$ cat config.mk
export PLATFORM = sky130hd
export DESIGN_NAME = c8core_ctrl
export DESIGN_NICKNAME = d
export VERILOG_FILES = /design/src/hdl/c8core_pkg.sv /design/src/hdl/c8core_ctrl.sv
export SDC_FILE = /design/constraint.sdc
export NUM_CORES = 1
export LEC_CHECK = 0
export BUFFER_PORTS_ARGS = -buffer_cell sky130_fd_sc_hd__buf_2
export CAP_MARGIN = 10
export CORE_ASPECT_RATIO = 0.75
export CORE_MARGIN = 2
export CORE_UTILIZATION = 37
export DETAILED_ROUTE_END_ITERATION = 7
export GPL_TIMING_DRIVEN = 0
export PLACE_DENSITY = 0.67
export RECOVER_POWER = 100
export SYNTH_ARGS = -nofsm -noshare
export SYNTH_HDL_FRONTEND = slang
export SYNTH_SLANG_ARGS = --single-unit
$ cat constraint.sdc
create_clock -name clk_i -period 3.1 [get_ports clk_i]
set_input_delay 0.465 -clock clk_i [delete_from_list [all_inputs] [get_ports clk_i]]
set_output_delay 0.465 -clock clk_i [all_outputs]
set_load 0.005 [all_outputs]
$ cat src/hdl/c8core_pkg.sv
`default_nettype none
package c8core_pkg;

  localparam int MEM_BYTES       = 4096;
  localparam int MEM_AW          = $clog2(MEM_BYTES);
  localparam int STACK_DEPTH_DEF = 16;
  localparam int FONT_BYTES      = 80;
  localparam logic [MEM_AW-1:0] FONT_BASE = MEM_AW'(12'h050);
  localparam logic [11:0]       START_PC  = 12'h200;

  localparam logic [7:0] FONT [FONT_BYTES] = '{
    8'hF0, 8'h90, 8'h90, 8'h90, 8'hF0, 8'h20, 8'h60, 8'h20, 8'h20, 8'h70,
    8'hF0, 8'h10, 8'hF0, 8'h80, 8'hF0, 8'hF0, 8'h10, 8'hF0, 8'h10, 8'hF0,
    8'h90, 8'h90, 8'hF0, 8'h10, 8'h10, 8'hF0, 8'h80, 8'hF0, 8'h10, 8'hF0,
    8'hF0, 8'h80, 8'hF0, 8'h90, 8'hF0, 8'hF0, 8'h10, 8'h20, 8'h40, 8'h40,
    8'hF0, 8'h90, 8'hF0, 8'h90, 8'hF0, 8'hF0, 8'h90, 8'hF0, 8'h10, 8'hF0,
    8'hF0, 8'h90, 8'hF0, 8'h90, 8'h90, 8'hE0, 8'h90, 8'hE0, 8'h90, 8'hE0,
    8'hF0, 8'h80, 8'h80, 8'h80, 8'hF0, 8'hE0, 8'h90, 8'h90, 8'h90, 8'hE0,
    8'hF0, 8'h80, 8'hF0, 8'h80, 8'hF0, 8'hF0, 8'h80, 8'hF0, 8'h80, 8'h80
  };

  typedef enum logic [1:0] {ACT_EXEC, ACT_WRITE, ACT_READ, ACT_NONE} action_e;
  typedef enum logic [1:0] {ST_OK, ST_UNKNOWN, ST_OVERFLOW, ST_UNDERFLOW} status_e;
  typedef enum logic [2:0] {OC_SIMPLE, OC_FLAG, OC_BCD, OC_STORE, OC_LOAD} op_class_e;
  typedef enum logic [1:0] {MR_PC, MR_PC1, MR_ADDR, MR_IK} mrsel_e;
  typedef enum logic [1:0] {MW_ADDR, MW_BCD, MW_STORE} mwsel_e;
  typedef enum logic [1:0] {VR_X, VR_Y, VR_ZERO, VR_CNT} vrsel_e;

  typedef enum logic [4:0] {
    S_CLEAR, S_IDLE, S_DISPATCH, S_MEMW, S_MEMR0, S_MEMR1,
    S_F0, S_F1, S_F2, S_R0, S_R1, S_R2, S_EXEC, S_FLAG,
    S_BCD, S_ST_RD, S_ST_WR, S_LD_RD, S_LD_WR, S_DONE
  } state_e;

  typedef struct packed {
    logic   clr_we;
    logic   accept;
    mrsel_e mem_rsel;
    logic   mem_we;
    mwsel_e mem_wsel;
    logic   op_hi_ld;
    logic   op_lo_ld;
    logic   pc_step;
    vrsel_e v_rsel;
    logic   vx_ld;
    logic   vy_ld;
    logic   exec;
    logic   flag_wr;
    logic   v_load_wr;
    logic   rd_ld;
    logic   cnt_clr;
    logic   cnt_inc;
    logic   finish;
  } ctrl_cmd_t;

  typedef struct packed {
    logic        clr_done;
    action_e     action;
    logic [15:0] op;
    logic [3:0]  cnt;
    logic        out_free;
  } dp_stat_t;

  function automatic op_class_e op_class(logic [15:0] op);
    op_class_e c;
    c = OC_SIMPLE;
    if (op[15:12] == 4'h8) begin
      case (op[3:0])
        4'h4, 4'h5, 4'h6, 4'h7, 4'hE: c = OC_FLAG;
        default: c = OC_SIMPLE;
      endcase
    end else if (op[15:12] == 4'hF) begin
      case (op[7:0])
        8'h33:   c = OC_BCD;
        8'h55:   c = OC_STORE;
        8'h65:   c = OC_LOAD;
        default: c = OC_SIMPLE;
      endcase
    end
    return c;
  endfunction

  // sel 0 hundreds, 1 tens, 2 ones
  function automatic logic [7:0] bcd_digit(logic [7:0] v, logic [1:0] sel);
    logic [1:0]  h;
    logic [7:0]  r;
    logic [14:0] p;
    logic [3:0]  t;
    logic [7:0]  o;
    logic [7:0]  d;
    h = (v >= 8'd200) ? 2'd2 : ((v >= 8'd100) ? 2'd1 : 2'd0);
    r = v - ((h == 2'd2) ? 8'd200 : ((h == 2'd1) ? 8'd100 : 8'd0));
    p = 15'(r) * 15'd205;
    t = p[14:11];
    o = r - 8'(t) * 8'd10;
    case (sel)
      2'd0:    d = {6'b0, h};
      2'd1:    d = {4'b0, t};
      default: d = o;
    endcase
    return d;
  endfunction

endpackage
`default_nettype wire

$ cat src/hdl/c8core_ctrl.sv
`default_nettype none
module c8core_ctrl
  import c8core_pkg::*;
(
  input  wire logic      clk_i,
  input  wire logic      rst_ni,
  input  wire logic      in_valid_i,
  output logic           in_ready_o,
  input  wire dp_stat_t  stat_i,
  output ctrl_cmd_t      cmd_o
);

  state_e state_q, state_d;

  always_ff @(posedge clk_i or negedge rst_ni) begin
    if (!rst_ni) begin
      state_q <= S_CLEAR;
    end else begin
      state_q <= state_d;
    end
  end

  always_comb begin
    state_d    = state_q;
    cmd_o      = '0;
    in_ready_o = 1'b0;
    unique case (state_q)
      S_CLEAR: begin
        cmd_o.clr_we = 1'b1;
        if (stat_i.clr_done) state_d = S_IDLE;
      end
      S_IDLE: begin
        in_ready_o   = 1'b1;
        cmd_o.accept = in_valid_i;
        if (in_valid_i) state_d = S_DISPATCH;
      end
      S_DISPATCH: begin
        unique case (stat_i.action)
          ACT_EXEC:  state_d = S_F0;
          ACT_WRITE: state_d = S_MEMW;
          ACT_READ:  state_d = S_MEMR0;
          default:   state_d = S_DONE;
        endcase
      end
      S_MEMW: begin
        cmd_o.mem_we   = 1'b1;
        cmd_o.mem_wsel = MW_ADDR;
        state_d        = S_DONE;
      end
      S_MEMR0: begin
        cmd_o.mem_rsel = MR_ADDR;
        state_d        = S_MEMR1;
      end
      S_MEMR1: begin
        cmd_o.rd_ld = 1'b1;
        state_d     = S_DONE;
      end
      S_F0: begin
        cmd_o.mem_rsel = MR_PC;
        state_d        = S_F1;
      end
      S_F1: begin
        cmd_o.mem_rsel = MR_PC1;
        cmd_o.op_hi_ld = 1'b1;
        state_d        = S_F2;
      end
      S_F2: begin
        cmd_o.op_lo_ld = 1'b1;
        cmd_o.pc_step  = 1'b1;
        state_d        = S_R0;
      end
      S_R0: begin
        cmd_o.v_rsel = VR_X;
        state_d      = S_R1;
      end
      S_R1: begin
        cmd_o.v_rsel = (stat_i.op[15:12] == 4'hB) ? VR_ZERO : VR_Y;
        cmd_o.vx_ld  = 1'b1;
        state_d      = S_R2;
      end
      S_R2: begin
        cmd_o.vy_ld = 1'b1;
        state_d     = S_EXEC;
      end
      S_EXEC: begin
        cmd_o.exec    = 1'b1;
        cmd_o.cnt_clr = 1'b1;
        unique case (op_class(stat_i.op))
          OC_FLAG:  state_d = S_FLAG;
          OC_BCD:   state_d = S_BCD;
          OC_STORE: state_d = S_ST_RD;
          OC_LOAD:  state_d = S_LD_RD;
          default:  state_d = S_DONE;
        endcase
      end
      S_FLAG: begin
        cmd_o.flag_wr = 1'b1;
        state_d       = S_DONE;
      end
      S_BCD: begin
        cmd_o.mem_we   = 1'b1;
        cmd_o.mem_wsel = MW_BCD;
        cmd_o.cnt_inc  = 1'b1;
        if (stat_i.cnt == 4'd2) state_d = S_DONE;
      end
      S_ST_RD: begin
        cmd_o.v_rsel = VR_CNT;
        state_d      = S_ST_WR;
      end
      S_ST_WR: begin
        cmd_o.mem_we   = 1'b1;
        cmd_o.mem_wsel = MW_STORE;
        cmd_o.cnt_inc  = 1'b1;
        state_d        = (stat_i.cnt == stat_i.op[11:8]) ? S_DONE : S_ST_RD;
      end
      S_LD_RD: begin
        cmd_o.mem_rsel = MR_IK;
        state_d        = S_LD_WR;
      end
      S_LD_WR: begin
        cmd_o.v_load_wr = 1'b1;
        cmd_o.cnt_inc   = 1'b1;
        state_d         = (stat_i.cnt == stat_i.op[11:8]) ? S_DONE : S_LD_RD;
      end
      S_DONE: begin
        if (stat_i.out_free) begin
          cmd_o.finish = 1'b1;
          state_d      = S_IDLE;
        end
      end
      default: state_d = S_CLEAR;
    endcase
  end

endmodule
`default_nettype wire

[Yosys cells after proc, flatten, opt, wreduce, memory -nomap -nowiden]
Index checks and enable logic that the tools add are counted.
W data, S select, Z words.
Word-level totals
  output and inout port bits: 22
  bits in registers: 5
  input bits: 27
Cells by class
  reductions and logical operators: 6
  multiplexer cells: 32
  eq/ne operators: 42
Operator list (count)
  $pmux W5 S18: 1
  $eq A5 B4 Y1 const B: 8
  $mux W5: 5
  $eq A5 B3 Y1 const B: 4
  $eq A5 B5 Y1 const B: 4
  $pmux W5 S4: 1
  $pmux W3 S3: 2
  $eq A4 B3 Y1 const B: 4
  $eq A4 B4 Y1 const B: 4
  $eq A8 B7 Y1 const B: 2
  $pmux W5 S3: 1
  $mux W1: 14
  $eq A5 B2 Y1 const B: 2
  $mux W3: 3
  $eq A8 B6 Y1 const B: 1
  $ne A2 B2 Y1 const B: 4
  $eq A3 B2 Y1 const B: 2
  $mux W2: 3
  $pmux W2 S3: 1
  $reduce_or A3 Y1: 2
  $eq A5 B1 Y1 const B: 1
  $logic_not A5 Y1: 1
  $reduce_or A5 Y1: 1
  $eq A4 B2 Y1 const B: 1
  8 further kinds: 8

[Longest topological paths before layout]
  depth in word-level cells: 8
  mapped depth: 7

[Least setup slack after synthesis]
No wires, ideal clock.
  path type: reg-to-output
  start: register state_q[4]
  end: output port cmd_o[12] (netlist bit)
  setup slack: 1383 ps
  arrival: 1252 ps
  cell stages (with the launch flop): 6
  data required time: 2635 ps
  cell sequence: dfrtp_1 buf_6 or3_1 buf_4 nor2_1 buf_4
RTL lines
  start: declaration: RTL line c8core_ctrl.sv:13  | state_e state_q, state_d;
  start signal: assignment: RTL line c8core_ctrl.sv:19  | state_q <= state_d;
  end: declaration: RTL line c8core_ctrl.sv:10  | output ctrl_cmd_t cmd_o

==> metrics.md <==
| Metric | Value |
|---|---|
| Post-synth top cells | nor2_1 (15), a21oi_1 (11), nand2_1 (11) |
| Crit-path max FO | 10 |
| Overall Power | approximately 870 uW |
| RSZ-0062 raised after global routing | false |
| Initial antenna violation count | 0 |
| Wirelength per Cell | between 10 and 15 um |
| Post-Synthesis Cells | ~130 |
| DR iter-0 viols | between 60 and 70 |
| FF+latch count, synth | 5 |
| Cell variety after synth | roughly 50 |
| Most used DFF post-synth | dfrtp_1 |
| Mux cell area share after synthesis | 1.18% |
| Clock power share | slightly below 9% |
| Total number of vias | roughly 1,200 |
| Synth Area in Compound Gates | around 29% |
| Post-synth ARST share | 100% |
| Syn_nets | 160 |
| Share of total power in sequential cells | a little over an eighth |
| Comb power frac | between 70% and 80% |
| Mapped Area | between 900 and 1000 um^2 |
| IO Pins | between 40 and 50 |
| Crit path DAT | ~2.0 ns |
| Min-delay worst type | in2async |
| H-tree Lvls | 1 |
| Cts repair resizes | 0 |
| Max Freq | roughly 410 MHz |
| Drt drc | 0 |
| Period utilization | 77.8% |
| Synth Area in XOR/XNOR | roughly 3.7% |
| Top cells by area, synth | dfrtp_1 (13%), nor2_1 (5.9%), a21oi_1 (5.8%) |
| Grt total ovfl | 0 |
| CTS tree | built |
| CP endpoint kind | output port |
| Simple-Gate Fraction of Synth Area | ~44% |
| Sw Ratio | 52.1% |
| Largest family of logic cells by synthesized area | simple AND/OR/NAND/NOR gates |
| Largest Register | state_q |
| Relative slew margins | just under 60% |
| Min Hold Slack | around 0.056 ns |
| ANT nets after route | 0 |
| EDFF count, synth | 0 |
| Setup WS post-layout | between 0.6 and 0.7 ns |
| Clock Skew | roughly 0.0061 ns |
| Largest area contributor in the netlist | dfrtp_1 |
| Drt first pass iters | 4 |
| Crit Path Category | reg2out |
| Clock buffer count from CTS | 3 |
| Synth Warn # | 0 |
| VDD IR max | approximately 0.30 mV |
| Synth top area share | between 10% and 20% |
| Clock transition at path regs | 0.05 ns |
| Slowest-stage cell, CP | dfrtp_1 |
| Largest registers | state_q x5 |
| Routability congestion estimate | approximately 0.88 |
| # hold bufs at CTS | 0 |
| Bufs on Longest Clock Path | 2 |
| First-pass GRT wire length | 4.40 mm |
| Post-synthesis average cell area | 7.18 um^2 |
| Tot GR Track Use | between 10% and 20% |
| Final setup vio count | 0 |
| Pin count of the biggest net entering global routing | 11 |
| Max-Cap Viols | 0 |
| Clock Latency Late Sink | between 0.2 and 0.3 ns |
| P per Cell Area | around 720 nW/um^2 |
| Final worst path period need | between 2 and 2.5 ns |
| Most common cell in the synthesized netlist | nor2_1 |
| Initial core utilization | approximately two fifths |
| Pre-CTS WS | 1.10 ns |
| Number of port buffers | 48 |
| Clk sink count | 5 |
| Slew of the pin with the lowest slew margin | 0.593 ns |
| Ant diodes | 0 |
| Root buf cell | clkbuf_4 |
| Detailed Route WL | 2.93 mm |
| Final net count | 213 |
| CP startpoint kind | flip-flop |
| Critical path, cell by cell | clkbuf_1 > or3_1 > clkbuf_1 > nor2_1 > buf_4 > buf_2 |
| Net Switching | between 400 and 500 uW |
| Core ar. | 2360 um^2 |
| Row count | 15 |
| Post-DP HPWL | between 2 and 2.5 mm |
| P_leak | ~0.00052 uW |
| Max reg flops | 5 |
| Die width | 62.7 um |
| Status | finished clean |
| Crit path top cell by count | clkbuf_1 |
| Area grow syn2layout | 26.2% |
| Post-CTS setup buffer count | 0 |
| Adder-cell share of the synthesized area | 0% |
| CP max stage delay | about 0.38 ns |
| Layout cell share with drive strength beyond 1 | about 30% |
| Cell-internal power | 415 uW |
| Filler cells | 255 |
| Via/cell ratio | between 5 and 6 |
| Slew Limit Fails | 0 |
| Seq/Total Area, Yosys | 13.1% |
| Final Hold Viols | 0 |
| Die ar. | between 3000 and 4000 um^2 |
| Vias in the first global route | roughly 1,000 |
| DIE HEIGHT | 48.0 um |
| Required @ worst endpoint | 2.63 ns |
| Setup_tns | 0 ns |
cell usage in the layout, fill, tap and decap left out, types with 2 or more instances in the layout:
master     count
nor3b_1        2
o211ai_1       2
inv_1          2
clkbuf_4       3
nand3_1        6
o21ai_0        4
a21o_1         2
or2_1          2
buf_4          3
nor4b_1        4
a2111oi_0      2
xnor2_1        4
nor3_1        10
nand2b_1       5
nor4bb_1       2
nand2_1       11
clkbuf_2       4
nand3b_1       2
nand4_1        2
buf_2         38
or3_1          2
a21oi_1       11
clkbuf_1      17
nor2b_1        2
o31ai_1        2
nor2_1        16
dfrtp_1        5
logic make-up after synthesis:
group                  Yosys count
AND/OR/NAND/NOR                 73
AO/OA/AOI/OAI                   35
buffers and inverters           15
flip-flops                       5
XOR/XNOR                         4
multiplexers                     1
worst paths after layout:
path	start	endpoint	slack, ns	cells after the start
max	state_q[4]	cmd_o[6]	0.69	6
min reg2reg	state_q[3]	state_q[2]	0.75	2
max reg2reg	state_q[4]	state_q[2]	0.92	6
min	rst_ni	state_q[3]	0.06	1
min in group clk_i	stat_i[21]	state_q[2]	0.57	3
max in group asynchronous	rst_ni	state_q[4]	2.83	1
critical path, delay by kind of cell (launching register included):
kind | cells | cell delay, ns
buf+inv | 4 | 0.67
flops | 1 | 0.38
simple gates | 2 | 0.67
power by group through the flow:
stage / Clock [uW] / Sequential [uW] / Combinational (uW)
final: 76.5 / 118 / 674
after global placement: 0 / 119 / 714
after CTS: 77.1 / 119 / 728
after floorplan: 0 / 114 / 540
after detailed placement: 0 / 119 / 725
after global routing: 82.2 / 124 / 740
metal layers:
metal	global-route usage, %	routed length [um]	vias up
met1	23.9	1330	547
met3	4.00	235	0
met2	35.7	1360	51
met5	0	0	-
li1	-	-	595
met4	0	0	0
layout make-up:
class                           instances  area (um^2)  area share [%]
Multi-Input combinational cell        113          711            59.0
Timing Repair Buffer                   48          230            19.1
Sequential cell                         5          125            10.4
Buffer                                 13         62.6            5.19
Tap cell                               34         42.5            3.53
Clock buffer                            4         26.3            2.18
Inverter                                2         7.51           0.623
through the flow:
step	instance area [um^2]	cells	util, %
finish	1200	219	51.0
global route	1200	219	51.0
CTS	1260	219	53.4
detailed placement	1240	215	52.3
global placement	1240	215	52.3
floorplan	955	133	-
(Power assumes the default switching activity.)
